`config.mk`:
```
export PLATFORM = sky130hd
export DESIGN_NAME = swtq_cmd_fifo
export DESIGN_NICKNAME = d
export VERILOG_FILES = /design/src/hdl/swtq_pkg.sv /design/src/hdl/swtq_cmd_fifo.sv
export SDC_FILE = /design/constraint.sdc
export NUM_CORES = 1
export LEC_CHECK = 0
export BUFFER_PORTS_ARGS = -buffer_cell sky130_fd_sc_hd__buf_2
export CAP_MARGIN = 15
export CELL_PAD_IN_SITES_DETAIL_PLACEMENT = 1
export CELL_PAD_IN_SITES_GLOBAL_PLACEMENT = 1
export CORE_ASPECT_RATIO = 0.5
export CORE_MARGIN = 1.5
export CORE_UTILIZATION = 50
export DETAILED_ROUTE_END_ITERATION = 6
export PLACE_DENSITY_LB_ADDON = 0.05
export SLEW_MARGIN = 20
export SYNTH_ARGS = -nofsm -noshare
export SYNTH_HDL_FRONTEND = slang
export SYNTH_SLANG_ARGS = --single-unit
export TNS_END_PERCENT = 10
```
`constraint.sdc`:
```
create_clock -name aclk -period 3.1 [get_ports aclk]
set_clock_uncertainty 0.15 [all_clocks]
set_input_delay 0.31 -clock aclk [delete_from_list [all_inputs] [get_ports aclk]]
set_output_delay 0.31 -clock aclk [all_outputs]
set_load 0.01 [all_outputs]
```
`src/hdl/swtq_pkg.sv`:
```
`timescale 1ns / 1ps

package swtq_pkg;

    // Opcode carried in s_tuser.
    localparam logic OP_SLEEP = 1'b0;
    localparam logic OP_TICK  = 1'b1;

    // Result status carried in m_tuser.
    localparam logic STATUS_WOKEN    = 1'b0;
    localparam logic STATUS_REJECTED = 1'b1;

    localparam int TICK_W     = 64;
    localparam int ID_W       = 8;
    localparam int DUR_W      = 32;

    // A single tick releases at most this many entries.
    localparam int MAX_RESULTS = 16;
    localparam int REL_CNT_W   = $clog2(MAX_RESULTS + 1);

    // Command queue between front and back; depth must be a power of two.
    localparam int CMD_QUEUE_DEPTH = 4;
    localparam int CMD_PTR_W       = $clog2(CMD_QUEUE_DEPTH);
    localparam int CMD_CNT_W       = $clog2(CMD_QUEUE_DEPTH + 1);

    typedef struct packed {
        logic             is_tick;
        logic [ID_W-1:0]  thread_id;
        logic [DUR_W-1:0] sleep_ticks;
    } cmd_t;

    typedef struct packed {
        logic [ID_W-1:0] woken_thread;
        logic            status;
        logic            last;
    } result_t;

endpackage

```
`src/hdl/swtq_cmd_fifo.sv`:
```
`timescale 1ns / 1ps

module swtq_cmd_fifo (
    input  logic           aclk,
    input  logic           aresetn,
    input  logic           push_valid,
    output logic           push_ready,
    input  swtq_pkg::cmd_t push_cmd,
    output logic           pop_valid,
    input  logic           pop_ready,
    output swtq_pkg::cmd_t pop_cmd
);
    import swtq_pkg::*;

    cmd_t                 slot_reg [CMD_QUEUE_DEPTH];
    logic [CMD_PTR_W-1:0] wr_ptr_reg, wr_ptr_next;
    logic [CMD_PTR_W-1:0] rd_ptr_reg, rd_ptr_next;
    logic [CMD_CNT_W-1:0] count_reg, count_next;
    logic                 do_push, do_pop;

    assign push_ready = (count_reg != CMD_CNT_W'(CMD_QUEUE_DEPTH));
    assign pop_valid  = (count_reg != '0);
    assign pop_cmd    = slot_reg[rd_ptr_reg];
    assign do_push    = push_valid && push_ready;
    assign do_pop     = pop_valid && pop_ready;

    // Pointers wrap naturally since the depth is a power of two.
    always_comb begin
        wr_ptr_next = do_push ? wr_ptr_reg + 1'b1 : wr_ptr_reg;
        rd_ptr_next = do_pop ? rd_ptr_reg + 1'b1 : rd_ptr_reg;
        count_next  = count_reg;
        if (do_push && !do_pop) begin
            count_next = count_reg + 1'b1;
        end else if (do_pop && !do_push) begin
            count_next = count_reg - 1'b1;
        end
    end

    always_ff @(posedge aclk) begin
        if (!aresetn) begin
            wr_ptr_reg <= '0;
            rd_ptr_reg <= '0;
            count_reg  <= '0;
        end else begin
            wr_ptr_reg <= wr_ptr_next;
            rd_ptr_reg <= rd_ptr_next;
            count_reg  <= count_next;
        end
        if (do_push) begin
            slot_reg[wr_ptr_reg] <= push_cmd;
        end
    end

endmodule

```
After elaboration in Yosys (flattened, before gate mapping). Memories as Yosys holds them, arrays and structs flattened. A register that Yosys moved wholly into a read port is not among the register bits. Cells that the tools add are included.

Output and inout port bits: 43. Bits of input ports: 45. Memories: 1. Register bits: 7. Bits in writable memories: 164.

Mux-type cells: 6. $add $sub $neg: 4. Eq/ne operators: 1. Reduce and logical (&&, ||, !) cells: 8.

Memory list: slot_reg (words 4, bits a word 41, rd ports 1, clocked after memory_dff 1, write ports 1, line swtq_cmd_fifo.sv:15) `cmd_t slot_reg [CMD_QUEUE_DEPTH];`.

Operators by type and width (number): $mux 3 (2); $add 2x1->2 const B (2); $logic_and 1x1->1 (4); $mux 2 (2); $add 3x1->3 const B (1); $ne 3x3->1 const B (1); $reduce_bool 3->1 (1); $sub 3x1->3 const B (1); $logic_not 1->1 (2); $mux 1 (2); $reduce_bool 2->1 (1).

Logic depth before layout (Yosys ltp).
Word-level depth: 6. Depth in mapped cells: 8. Mapped depth without buffers: 8.

Worst setup path before layout. Ideal clock, no wire load.

Path kind: register to register. Start point: reg count_reg[0]. End point: mem slot_reg[0][0] (netlist name) (enable). Setup time: 402 ps. Slack: 658 ps. Path buffers: 0. Data arrival time: 1890 ps. Cell stages (with the launch flop): 4. Required time: 2548 ps. Path through: dfxtp_1 > nor2_1 > a21boi_2 > and2_1.

Cells in the longest elaborated chain, start to end: 4.

RTL lines: start, declared (line swtq_cmd_fifo.sv:18) `logic [CMD_CNT_W-1:0] count_reg, count_next;`; start signal, assigned (line swtq_cmd_fifo.sv:47) `count_reg <= count_next;`; $ne 3x3->1 (line swtq_cmd_fifo.sv:21) `assign push_ready = (count_reg != CMD_CNT_W'(CMD_QUEUE_DEPTH));`; $logic_and 1x1->1 (line swtq_cmd_fifo.sv:24) `assign do_push = push_valid && push_ready;`; via do_push (line swtq_cmd_fifo.sv:19) `logic do_push, do_pop;`; $mux 1 (line swtq_cmd_fifo.sv:49) `if (do_push) begin`; $mux 1 (implied by the code) (line swtq_cmd_fifo.sv:50) `slot_reg[wr_ptr_reg] <= push_cmd;`; end, declared (line swtq_cmd_fifo.sv:15).

The timed path passes the listed nets, and every way through them passes these cells.

Worst setup path in the final report.
Start point: reg count_reg[0]. End point: reg count_reg[2].

Cells in the longest elaborated chain, start to end: 5. Elaborated cells on any way between the ends: 13.

RTL lines: $ne 3x3->1 * (line swtq_cmd_fifo.sv:21); $logic_and 1x1->1 * (line swtq_cmd_fifo.sv:24); via do_push (line swtq_cmd_fifo.sv:19); $logic_not 1->1 (line swtq_cmd_fifo.sv:34) `end else if (do_pop && !do_push) begin`; $logic_and 1x1->1 (line swtq_cmd_fifo.sv:34); $reduce_bool 2->1 (no source line).

The timed path passes the listed nets; every way through them passes the cells marked *. The select of a mux whose other input is x is not followed. A chain may end at the register's enable or synchronous reset.

==> reports/results.txt <==
status: finished clean
Layout Utilization: 0.645
R2R Setup Slk: 0.54 ns
synthesized area per cell: 24.6 µm²
reg-to-reg startpoint: count_reg[0]$_SDFFE_PN0P_
M2 GR Usage: 0.320
met3 Resource Use GR: 0.0509
placed instance count: 519
Final WS setup: 0.540 ns
setup TNS: 0 ns
Final setup viols: 0
clock slew at reported path FFs: 0.07 ns
number of global-route vias before repair: 3470
Mapped Cells: 263
Compound-Gate Fraction of Synth Area: 0.00949
max reg flops: 164
switching pwr: 0.00175 W
fmax: 391 MHz
H-tree depth: 4
Tmin final: 2.56 ns
vias post-DR: 3089
detail-routed via count per cell: 5.22
initial antenna violation count: 0
Post-synth EDFFs: 164
Critical Path RT: 3.29 ns
cts hold-fix bufs: 41
Slew Limit Fails: 0
Worst IR Drop VDD: 0.477 mV
Layout Cells excl Fill: 592
fraction of registers with async set/reset: 0
top post-synthesis cells by area: edfxtp_1, mux4_2, dfxtp_1
RePlAce Congestion: 0.711
Synth Warn #: 0
Hold Path Depth: 3
RR Endpoint: count_reg[2]$_SDFFE_PN0P_
xor and xnor area share after synthesis: 0.00542
Hold Path Origin: aresetn
clock share of power: 0.318
CTS tree: done
Routed WL per cell: 20.6 µm
Hold Path Class: primary input to register
FP Rows: 29
leading area contributor after synthesis: edfxtp_1
sequential area share after synthesis: 0.790
MaxCap Viol Count: 0
main combinational cell family by area after synthesis: multiplexers
pin count of the biggest net entering global routing: 24
drt pass-1 iters: 4
Die Wd: 164 µm
post-synth top area share: 0.762
first-pass GRT wire length: 19300 µm
Leak Pwr: 2.80 nW
# IOs: 88
Post-synth top flop: edfxtp_1
total gr overflow: 0
Synth Area in Adders: 0.0128
Critical Path Fanout Max: 7
Port Buf Inserts: 87
total core area: 12600 µm²
Worst R2R Path Depth: 8
post_cts resized: 0
PwrDens: 807 nW/µm²
CTS Sinks: 173
fin nets: 460
Sw Share: 0.267
post-synthesis mux area share: 0.148
Fin. Hold Viols: 0
Inserted Diodes: 0
Overall Power: 0.00658 W
Num CTS Buffers: 17
final clock period utilization by the worst path: 0.826
Arr. time, crit path: 2.75 ns
simple-gate area share of the yosys netlist: 0.0141
worst-margin pin slew: 0.617 ns
later-pin clock latency in the skew report: 0.42 ns
Mapped Area: 6460 µm²
gr busiest metal: met2
DR iter-0 viols: 211
Flop pwr share: 0.460
Synth cell types: 25
RSZ-0062 raised after global routing: no
CTS Buffer Depth: 2
pre-CTS setup slack: 0.584 ns
Post-Route WL: 12200 µm
post-DP HPWL: 7500 µm
gr usage total: 0.195
Antenna Nets Post-Route: 0
total setup buffers inserted after CTS: 0
Initial Util: 0.512
GRT met1 Usage: 0.261
Yosys reg bits: 173
clock root buffer: clkbuf_16
CP endpoint kind: register
die height: 83.4 µm
CP startpoint kind: register
DRC viols: 0
Syn Nets: 314
Slew HR: 0.589
Int Pwr: 0.00482 W
ratio of cells with drive above 1 in the final layout: 0.417
worst setup path class: register to register
die area: 13700 µm²
Comb power frac: 0.222
Hold EP: wr_ptr_reg[0]$_SDFFE_PN0P_
Area Growth Syn to Fin: 26.1%
synth_stat cells, types with 2 or more instances:
| library cell | n |
|---|---|
| ha_1 | 5 |
| buf_2 | 4 |
| xnor2_1 | 3 |
| mux4_2 | 40 |
| or3_1 | 2 |
| edfxtp_1 | 164 |
| buf_12 | 4 |
| inv_1 | 3 |
| dfxtp_1 | 9 |
| mux2i_1 | 3 |
| nand2_1 | 5 |
| and2_1 | 8 |
power groups by stage:
stage / sequential (W) / combinational (W) / clock [W]
final: 0.00303 / 0.00146 / 0.00209
after detailed placement: 0.00308 / 0.00143 / 0
after global routing: 0.00306 / 0.00157 / 0.00221
after global placement: 0.00305 / 0.00140 / 0
after CTS: 0.00304 / 0.00149 / 0.00213
after floorplan: 0.00296 / 0.00108 / 0
final cells by class:
cell class / instances / area (µm²)
tap: 170 / 213
timing repair buffer: 138 / 996
sequential: 173 / 5110
inverter: 3 / 11.3
fill: 1069 / 4480
multi-input combinational: 76 / 1230
clock inverter: 15 / 160
clock buffer: 17 / 425
cells in the final DEF (no fill, tap or decap), drive strengths merged:
cell type,n
or3,2
xor2,1
xnor2,3
inv,9
and2,8
nand2,5
clkinv,5
clkbuf,17
bufinv,2
a21boi,2
edfxtp,164
o311ai,1
fa,1
dlygate4sd3,41
nor2,1
mux4,41
ha,5
mux2i,3
nor2b,1
o31ai,1
buf,97
o21ai,1
clkinvlp,2
dfxtp,9
metrics by stage:
stage	cell area (µm²)	hold WS, ns
5_1_grt	8150	0.0823
3_5_place_dp	7150	0.353
6_report	8150	0.0765
4_1_cts	8150	0.0772
2_1_floorplan	6460	0.259
3_3_place_gp	7150	0.328
worst max path at each step:
stage | from | to | slack (ns) | cells past startpoint
after floorplan | count_reg[0]$_SDFFE_PN0P_ | slot_reg[0][0]$_DFFE_PP_ | 0.66 | 3
final | count_reg[0]$_SDFFE_PN0P_ | count_reg[2]$_SDFFE_PN0P_ | 0.54 | 8
after CTS | count_reg[0]$_SDFFE_PN0P_ | count_reg[2]$_SDFFE_PN0P_ | 0.52 | 8
after global routing | count_reg[0]$_SDFFE_PN0P_ | count_reg[2]$_SDFFE_PN0P_ | 0.40 | 8
after detailed placement | count_reg[0]$_SDFFE_PN0P_ | count_reg[2]$_SDFFE_PN0P_ | 0.58 | 8
after global placement | count_reg[0]$_SDFFE_PN0P_ | count_reg[2]$_SDFFE_PN0P_ | 0.74 | 8
critical path, stage by stage (launching register included):
cell and delay (ns):
dfxtp_1 0.51, nor2_1 0.12, a21boi_2 0.32, ha_1 0.27, inv_1 0.08, fa_1 0.37
xor2_1 0.18, or3_1 0.32, a21boi_0 0.17
logic make-up after synthesis:
group | Yosys count
multiplexers | 44
flip-flops | 173
adder cells (fa/ha/maj) | 6
AND/OR/NAND/NOR | 17
XOR/XNOR | 4
buffers and inverters | 14
AO/OA/AOI/OAI | 5
metal layers:
metal / vias to the layer above / routed length [µm] / share of wire
met5: - / 0 / 0
met4: 0 / 114 / 0.0094
met3: 13 / 449 / 0.037
met2: 70 / 6210 / 0.51
met1: 1609 / 5400 / 0.44
li1: 1397 / - / -
No activity file was read; power rests on OpenSTA's default activity.
