==> src/hdl/swtq_pkg.sv <==
`timescale 1ns / 1ps

package swtq_pkg;

    // Opcode carried in s_tuser.
    localparam logic OP_SLEEP = 1'b0;
    localparam logic OP_TICK  = 1'b1;

    // Result status carried in m_tuser.
    localparam logic STATUS_WOKEN    = 1'b0;
    localparam logic STATUS_REJECTED = 1'b1;

    localparam int TICK_W     = 64;
    localparam int ID_W       = 8;
    localparam int DUR_W      = 32;

    // A single tick releases at most this many entries.
    localparam int MAX_RESULTS = 16;
    localparam int REL_CNT_W   = $clog2(MAX_RESULTS + 1);

    // Command queue between front and back; depth must be a power of two.
    localparam int CMD_QUEUE_DEPTH = 4;
    localparam int CMD_PTR_W       = $clog2(CMD_QUEUE_DEPTH);
    localparam int CMD_CNT_W       = $clog2(CMD_QUEUE_DEPTH + 1);

    typedef struct packed {
        logic             is_tick;
        logic [ID_W-1:0]  thread_id;
        logic [DUR_W-1:0] sleep_ticks;
    } cmd_t;

    typedef struct packed {
        logic [ID_W-1:0] woken_thread;
        logic            status;
        logic            last;
    } result_t;

endpackage

==> src/hdl/swtq_front.sv <==
`timescale 1ns / 1ps

module swtq_front (
    input  logic                aclk,
    input  logic                aresetn,
    input  logic                in_valid,
    output logic                in_ready,
    input  logic                in_opcode,
    input  logic [7:0]          in_thread_id,
    input  logic [31:0]         in_sleep_ticks,
    output logic                cmd_valid,
    input  logic                cmd_ready,
    output swtq_pkg::cmd_t      cmd
);
    import swtq_pkg::*;

    logic stage_valid_reg, stage_valid_next;
    cmd_t cmd_reg, cmd_next;

    assign in_ready  = !stage_valid_reg || cmd_ready;
    assign cmd_valid = stage_valid_reg;
    assign cmd       = cmd_reg;

    // A sleep of zero ticks has no effect at all, so it is dropped here.
    always_comb begin
        stage_valid_next = stage_valid_reg;
        cmd_next         = cmd_reg;
        if (stage_valid_reg && cmd_ready) begin
            stage_valid_next = 1'b0;
        end
        if (in_valid && in_ready) begin
            stage_valid_next     = (in_opcode == OP_TICK) || (in_sleep_ticks != '0);
            cmd_next.is_tick     = (in_opcode == OP_TICK);
            cmd_next.thread_id   = in_thread_id;
            cmd_next.sleep_ticks = in_sleep_ticks;
        end
    end

    always_ff @(posedge aclk) begin
        if (!aresetn) begin
            stage_valid_reg <= 1'b0;
        end else begin
            stage_valid_reg <= stage_valid_next;
        end
        cmd_reg <= cmd_next;
    end

endmodule

==> config.mk <==
export PLATFORM = sky130hd
export DESIGN_NAME = swtq_front
export DESIGN_NICKNAME = d
export VERILOG_FILES = /design/src/hdl/swtq_pkg.sv /design/src/hdl/swtq_front.sv
export SDC_FILE = /design/constraint.sdc
export NUM_CORES = 1
export LEC_CHECK = 0
export BUFFER_PORTS_ARGS = -buffer_cell sky130_fd_sc_hd__buf_4
export CAP_MARGIN = 30
export CORE_ASPECT_RATIO = 1.1
export CORE_UTILIZATION = 44
export CTS_CLUSTER_DIAMETER = 30
export DETAILED_ROUTE_END_ITERATION = 6
export PLACE_DENSITY = 0.83
export SYNTH_ARGS = -nofsm -noshare
export SYNTH_HDL_FRONTEND = slang
export SYNTH_SLANG_ARGS = --single-unit
==> constraint.sdc <==
create_clock -name aclk -period 5.2 [get_ports aclk]
set_input_delay 0.52 -clock aclk [delete_from_list [all_inputs] [get_ports aclk]]
set_output_delay 0.52 -clock aclk [all_outputs]
set_load 0.02 [all_outputs]
**Yosys cells after proc, flatten, opt, wreduce, memory -nomap -nowiden**

Index checks and enable logic that the tools add are counted.

- Mux-type cells: 2
- Reductions and logical operators: 7

Operators by type and width:

| kind | number |
|---|---|
| nonzero test 32 bit | 1 |
| logical AND 1 bit | 2 |
| logical OR 1 bit | 2 |
| two-way mux 1 bit | 2 |
| nonzero test 2 bit | 1 |
| zero test 1 bit | 1 |

- Input bits: 45
- Output and inout bits: 43
- Register bits: 42
- Word-level logic and storage cells: 13

**Depth between registers and ports, before layout**

Gate-level depths: netlist (run 1).

- Word-level depth: 4
- Gate-level depth with buffers: 3
- Gate-level depth less buffers: 3

**Least setup slack after synthesis (run 1)**

OpenSTA, ideal clock, no wires.

- Path kind: input port to flip-flop
- Start point: in cmd_ready
- End point: reg cmd_reg (netlist bit cmd[0]) (enable)
- Data arrival time: 1.833 ns
- Path slack: 2.964 ns
- Library setup time: 0.402 ns
- Stages: 2
- Path buffers: 0
- Path through: nand2b_1 > and2_1

- Word-level cells in the longest chain between the ends: 2

RTL lines:

| what | line | source |
|---|---|---|
| start: declaration | swtq_front.sv:12 | `input logic cmd_ready,` |
| logical OR 1 bit | swtq_front.sv:20 | `assign in_ready = !stage_valid_reg \|\| cmd_ready;` |
| logical AND 1 bit | swtq_front.sv:31 | `if (in_valid && in_ready) begin` |
| end signal: assignment | swtq_front.sv:45 | `cmd_reg <= cmd_next;` |
| end: declaration | swtq_front.sv:18 | `cmd_t cmd_reg, cmd_next;` |

Every way passes these cells.
A chain may end at the register's enable or synchronous reset.

**Worst setup path in the final report (run 1)**

- Start point: reg stage_valid_reg (netlist: cmd_valid)
- End point: reg cmd_reg (netlist bit cmd[37]) (enable)

- Word-level cells in the longest chain between the ends: 3

RTL lines:

| what | line | source |
|---|---|---|
| start: declaration | swtq_front.sv:17 | `logic stage_valid_reg, stage_valid_next;` |
| start signal: assignment | swtq_front.sv:43 | `stage_valid_reg <= stage_valid_next;` |
| zero test 1 bit | swtq_front.sv:20 |  |
| logical OR 1 bit | swtq_front.sv:20 |  |
| logical AND 1 bit | swtq_front.sv:31 |  |

Every way passes these cells.

==> summary.md, run 1 <==
| Metric | Value |
|---|---|
| DRC | `0` |
| # port buffers | `between 80 and 90` |
| Antenna-violating nets left | `0` |
| Cells after Synth | `between 50 and 60` |
| Fin util | `74.3%` |
| Multi-input combinational cell area | `124 sq um` |
| Max Fclk | `~600 MHz` |
| Number of hold buffers added after CTS | `0` |
| Final WL | `3010 microns` |
| Crit Path Max Fanout | `around 40` |
| Die height | `a little over 60 microns` |
| R2r worst-path depth | `2` |
| Final setup TNS | `0 ns` |
| FFs w/ async S/R, synth | `0%` |
| CTS tree | `built` |
| Crit-path leading delay family | `simple AND/OR/NAND/NOR gates` |
| Vias in the first global route | `between 900 and 1000` |
| Synthesis warning total | `0` |
| Worst flop-to-flop path endpoint | `cmd[37]$_DFFE_PP_` |
| Hold_ws | `around 0.35 ns` |
| Area grow syn2layout | `54.3%` |
| Post-cts sizing count | `0` |
| Design Area, Final | `around 0.0021 sq mm` |
| Transition time of the tightest slew-check pin | `slightly above 0.9 ns` |
| Top post-synthesis cells by count | `edfxtp_1 (41), nor4_2 (4), nor4_1 (3), nand2b_1 (2), nand3_1 (2)` |
| R2R Path Start | `cmd_valid$_SDFFE_PN0P_` |
| Layout Nets | `approximately 200` |
| CTS Buf Count | `5` |
| Via count | `roughly 930` |
| Fill cells | `178` |
| Slowest stage delay, CP | `approximately 0.78 ns` |
| First drt pass iteration count | `4` |
| Storage cell area | `about 0.0013 sq mm` |
| Die area | `about 0.0033 sq mm` |
| Max-cap viol count | `0` |
| Antenna cells | `0` |
| Root Buffer | `clkbuf_4` |
| CP Launch Point | `cmd_valid$_SDFFE_PN0P_` |
| Mapped Avg Cell Area | `around 24 sq um` |
| Initial antenna violation count | `0` |
| Outcome | `finished clean` |
| Post-synthesis net count | `between 100 and 150` |
| Largest register FFs | `between 40 and 50` |
| Worst-path clk slew | `0.11 ns` |
| Reg2Reg Setup Slack | `~3.6 ns` |
| Top-count cell post-synth | `edfxtp_1` |
| Placed Cells | `approximately 180` |
| Fin crit period | `~1.6 ns` |
| Setup violators final | `0` |
| Class of the worst hold path | `in2reg` |
| Row count | `20` |
| Hold Crit Depth | `1` |
| Cell Chain, Critical Path | `nand2b_1, and2_2` |
| First-pass GRT wire length | `4630 microns` |
| Maximum VDD drop | `roughly 0.26 mV` |
| Predominant post-synthesis flop cell | `edfxtp_1` |
| CP arrival | `roughly 1.6 ns` |
| Initial Utilization | `between 40% and 50%` |
| Number of synthesized flops with an enable pin | `around 40` |
| Number of top-level pins | `between 80 and 90` |
| Fraction of final layout cells sized beyond drive strength 1 | `between 60% and 70%` |
| Worst path slowest cell | `and2_2` |
| Leak | `around 0.00087 uW` |
| 1st-iter DRT viols | `18` |
| Total grt overflow | `0` |
| Max Slew Vio Count | `0` |
| Core area | `0.00285 sq mm` |
| Final std cells w/o fill | `around 190` |
| Synth cell types | `11` |
| WL per Instance | `16.2 microns` |
| H-tree levels | `2` |
| Critical path class | `reg2reg` |
| Mapped cell area | `between 0.001 and 0.0015 sq mm` |
| Worst hold endpoint | `cmd[35]$_DFFE_PP_` |
| Top cell type's share of synthesized area | `between 80% and 90%` |
| Pin count of the biggest net entering global routing | `42` |
| Startpoint types | `flop` |
| Hold Vio Cnt, Final | `0` |
| Area of placed instances | `about 0.0021 sq mm` |
| CTS max path bufs | `2` |
| Sink Count | `between 40 and 50` |
| Critical Path RT | `around 5.2 ns` |
| Crit path buffers/inverters | `0` |
| Element type at the critical path end | `flop` |
| Via density | `5.02` |
| DP HPWL | `2380 microns` |
| PwrDens | `304 mW/mm^2` |
| Synth area leader | `edfxtp_1` |
| RSZ-0062 raised after global routing | `false` |
| GRT Total Usage | `slightly below 20%` |
| Largest cells by area after synthesis | `edfxtp_1 (90%), nor4_2 (3.6%), dfxtp_1 (1.5%), nor4_1 (1.4%), nand2b_1 (0.91%)` |
| Register area share after synthesis | `between 90% and 100%` |
| Period utilisation layout | `31.7%` |
| Relative slew slack | `39.2%` |
| Seq cells post-synth | `42` |
| Hold path start | `in_thread_id[3]` |
| Post-CTS Setup Repair Bufs | `0` |
| Die X | `55.3 microns` |
| Skew-Pair Late Insertion Delay | `about 0.35 ns` |
| Final Skew | `~0.012 ns` |
| Routability Congestion | `approximately 0.75` |
==> cells in the final DEF (no fill, tap or decap) <==
master    synthesis  routed
and2_2            0       1
clkbuf_1          0       1
clkinv_1          0       1
nand4_1           1       1
dfxtp_1           1       1
nor3_1            1       1
nor2_1            1       1
nor4_2            4       4
clkbuf_4          0       5
nand3_1           2       2
nor4_1            3       3
o311a_1           1       1
buf_4             0      87
edfxtp_1         41      41
clkinv_2          0       1
nand2b_1          2       2
==> power by group <==
| part | switching, uW | total (uW) | internal, uW |
|---|---|---|---|
| registers | 5.82 | 401 | 395 |
| clock network | 97.7 | 149 | 50.9 |
| logic | 49.5 | 95.3 | 45.8 |
==> layout make-up <==
class,count,area share [%]
Clock buffer,6,1.95
Clock inverter,2,0.413
Multi-Input combinational cell,16,5.84
Sequential cell,42,59.0
Tap cell,33,1.95
Timing Repair Buffer,87,30.8
==> routing by layer <==
layer | vias up | wire length, microns | track usage [%]
li1 | 429 | - | -
met1 | 439 | 982 | 18.2
met2 | 57 | 1640 | 36.1
met3 | 8 | 340 | 10.0
met4 | 0 | 46 | 9.64
met5 | - | 0 | 0
==> metrics by stage <==
| step | setup slack (ns) | total power (uW) |
|---|---|---|
| finish | 3.55 | 645 |
| global route | 3.46 | 667 |
| CTS | 3.56 | 648 |
| detailed placement | 3.27 | 505 |
| global placement | 3.35 | 501 |
| floorplan | 2.96 | 443 |
==> cells by family (layout without fill, tap and decap cells) <==
logic type | after synthesis | after routing | share of synthesized area (%)
DFF | 42 | 42 | 91.1
AOI/OAI and AO/OA | 1 | 1 | 0.729
buffers and inverters | 0 | 95 | 0
and+or+nand+nor | 15 | 15 | 8.20
==> how the worst max path moves through the flow <==
| stage | to | slack (ns) | cells past startpoint |
|---|---|---|---|
| floorplan | cmd[0]$_DFFE_PP_ | 2.96 | 2 |
| global placement | cmd[33]$_DFFE_PP_ | 3.35 | 3 |
| detailed placement | cmd[37]$_DFFE_PP_ | 3.27 | 3 |
| CTS | cmd[33]$_DFFE_PP_ | 3.56 | 2 |
| global route | cmd[33]$_DFFE_PP_ | 3.46 | 2 |
| finish | cmd[37]$_DFFE_PP_ | 3.55 | 2 |
==> worst register-to-register path, stage by stage, from the launching register on <==
cell      delay (ns)
dfxtp_1         0.34
nand2b_1        0.14
and2_2          0.78
No activity file was read; power rests on OpenSTA's default activity.
==> run 2, diff against run 1 <==
--- a/config.mk
+++ b/config.mk
@@ -8,10 +8,10 @@
 export BUFFER_PORTS_ARGS = -buffer_cell sky130_fd_sc_hd__buf_4
 export CAP_MARGIN = 30
 export CORE_ASPECT_RATIO = 1.1
-export CORE_UTILIZATION = 44
+export CORE_UTILIZATION = 37
 export CTS_CLUSTER_DIAMETER = 30
 export DETAILED_ROUTE_END_ITERATION = 6
-export PLACE_DENSITY = 0.83
+export PLACE_DENSITY = 0.74
 export SYNTH_ARGS = -nofsm -noshare
 export SYNTH_HDL_FRONTEND = slang
 export SYNTH_SLANG_ARGS = --single-unit
==> constraint.sdc (replaced) <==
create_clock -name aclk -period 1.5 [get_ports aclk]
set_input_delay 0.15 -clock aclk [delete_from_list [all_inputs] [get_ports aclk]]
set_output_delay 0.15 -clock aclk [all_outputs]
set_load 0.02 [all_outputs]
==> run 2 against run 1 <==
  * Die area is 18% higher
  * Via count rose by 19%
  * Global-route usage grew 1.6 points
  * Sequential power rose to 3.5 times the previous value
  * Largest power group unchanged
  * Highest routed layer unchanged
  * Sequential cell count did not move
  * Critical path depth rose by 3
  * Utilization is 0.97 points higher
  * Critical endpoint is now cmd_valid$_SDFFE_PN0P_
  * Design area up 22%
==> summary.md, run 2 (synthesis gave the netlist of run 1 again) <==
| Metric | Value |
|---|---|
| Max Fclk | `approximately 700 MHz` |
| Hold path start | `aresetn` |
| Layout Nets | `240` |
| Startpoint types | `input port` |
| Storage cell area | `0.00125 sq mm` |
| Total grt overflow | `0` |
| Area grow syn2layout | `88.5%` |
| Initial Utilization | `around two fifths` |
| Most used cells in the layout excluding fill and tap cells | `buf_4 (88), edfxtp_1 (41), dlygate4sd3_1 (41), clkbuf_4 (5)` |
| Final Skew | `0.0187 ns` |
| Post-CTS Setup Repair Bufs | `0` |
| Period utilisation layout | `just over 90%` |
| Worst flop-to-flop path endpoint | `cmd[21]$_DFFE_PP_` |
| Crit path buffers/inverters | `2` |
| Crit-path leading delay family | `buffers and inverters` |
| Critical path class | `in2reg` |
| Maximum VDD drop | `between 0.5 and 0.6 mV` |
| Relative slew slack | `just over 80%` |
| Total chip power | `2360 uW` |
| Fin crit period | `about 1.4 ns` |
| RSZ-0062 raised after global routing | `false` |
| Reg2Reg Setup Slack | `between 0.2 and 0.3 ns` |
| CTS max path bufs | `2` |
| Skew-Pair Late Insertion Delay | `roughly 0.35 ns` |
| CP Launch Point | `in_sleep_ticks[20]` |
| Cell Chain, Critical Path | `dlygate4sd3_1, buf_4, nor4_1, nand3_1, o311a_1` |
| CTS tree | `built` |
| R2r worst-path depth | `3` |
| Multi-input combinational cell area | `roughly 130 sq um` |
| CTS Buf Count | `5` |
| Leak | `0.00106 uW` |
| Hold Vio Cnt, Final | `0` |
| Die height | `approximately 66 microns` |
| Crit Path Max Fanout | `2` |
| R2R Path Start | `cmd_valid$_SDFFE_PN0P_` |
| Element type at the critical path end | `flop` |
| Die area | `0.00396 sq mm` |
| Critical Path RT | `~1.7 ns` |
| Worst-path clk slew | `between 0.1 and 0.15 ns` |
| Core area | `between 0.003 and 0.004 sq mm` |
| Pin count of the biggest net entering global routing | `23` |
| PwrDens | `around 910 mW/mm^2` |
| Number of top-level pins | `just under 90` |
| Worst hold endpoint | `cmd_valid$_SDFFE_PN0P_` |
| Max-cap viol count | `0` |
| WL per Instance | `16.0 microns` |
| Hold Crit Depth | `2` |
| Root Buffer | `clkbuf_4` |
| 1st-iter DRT viols | `18` |
| Final WL | `between 3000 and 4000 microns` |
| Largest register FFs | `41` |
| Routability Congestion | `about 0.73` |
| Most common cell after layout, fill and taps aside | `buf_4` |
| Fill cells | `~220` |
| Antenna-violating nets left | `0` |
| Die X | `~60 microns` |
| Row count | `22` |
| Max Slew Vio Count | `0` |
| Design Area, Final | `around 0.0026 sq mm` |
| CP arrival | `between 1.5 and 2 ns` |
| GRT Total Usage | `about a fifth` |
| DP HPWL | `2370 microns` |
| Initial antenna violation count | `0` |
| Fraction of final layout cells sized beyond drive strength 1 | `51.5%` |
| Via density | `around 4.5` |
| Final setup TNS | `0 ns` |
| Setup violators final | `0` |
| Class of the worst hold path | `in2reg` |
| H-tree levels | `2` |
| Via count | `1108` |
| Antenna cells | `0` |
| First-pass GRT wire length | `between 5000 and 6000 microns` |
| Vias in the first global route | `roughly 1200` |
| Outcome | `finished clean` |
| Slowest stage delay, CP | `around 0.54 ns` |
| Sink Count | `between 40 and 50` |
| Hold_ws | `around 0.055 ns` |
| First drt pass iteration count | `4` |
| Area of placed instances | `approximately 0.0021 sq mm` |
| DRC | `0` |
| Transition time of the tightest slew-check pin | `a little under 0.3 ns` |
| # port buffers | `87` |
| Worst path slowest cell | `dlygate4sd3_1` |
==> run 2: worst max-delay path by stage <==
stage               slack (ns)  depth (start not counted)                      to
floorplan                 0.07                          2        cmd[0]$_DFFE_PP_
global placement          0.29                          4  cmd_valid$_SDFFE_PN0P_
detailed placement        0.27                          4  cmd_valid$_SDFFE_PN0P_
CTS                       0.06                          5  cmd_valid$_SDFFE_PN0P_
global route              0.03                          5  cmd_valid$_SDFFE_PN0P_
finish                    0.10                          5  cmd_valid$_SDFFE_PN0P_
==> run 2: metrics by stage <==
step	std cells	setup slack, ns	utilization, %
after floorplan	58	0.0749	-
after global placement	195	0.293	61.5
after detailed placement	195	0.268	61.5
after CTS	244	0.0604	75.0
after global routing	244	0.0299	75.3
final	244	0.104	75.3
==> run 2: cell type report <==
cell class | instances | share of cell area (%)
flip-flops and latches | 42 | 48.3
repair buffers | 130 | 42.1
multi-input cells | 16 | 5.17
well taps | 48 | 2.32
clock buffers | 5 | 1.45
clock inverters | 3 | 0.628
==> run 2: repair_timing <==
item | 4_1_cts | 5_1_grt
hold buffers | 41 | 0
gates resized for setup | 0 | 1
endpoints found under the setup margin | 0 | 1
hold endpoints to repair | 41 | 0
==> run 2: layer usage <==
metal | vias up | wire length, microns | GRT usage [%]
met5 | - | 0 | 0
met4 | 0 | 87 | 9.88
met3 | 9 | 213 | 3.33
met2 | 58 | 2180 | 40.1
met1 | 527 | 1440 | 22.0
li1 | 514 | - | -
==> run 2: where the power goes <==
group | leakage [uW] | switching [uW] | internal [uW]
registers | 0.000405 | 22.8 | 1370
clock network | 0.0000286 | 359 | 175
logic | 0.000626 | 201 | 240
total | 0.00106 | 582 | 1780
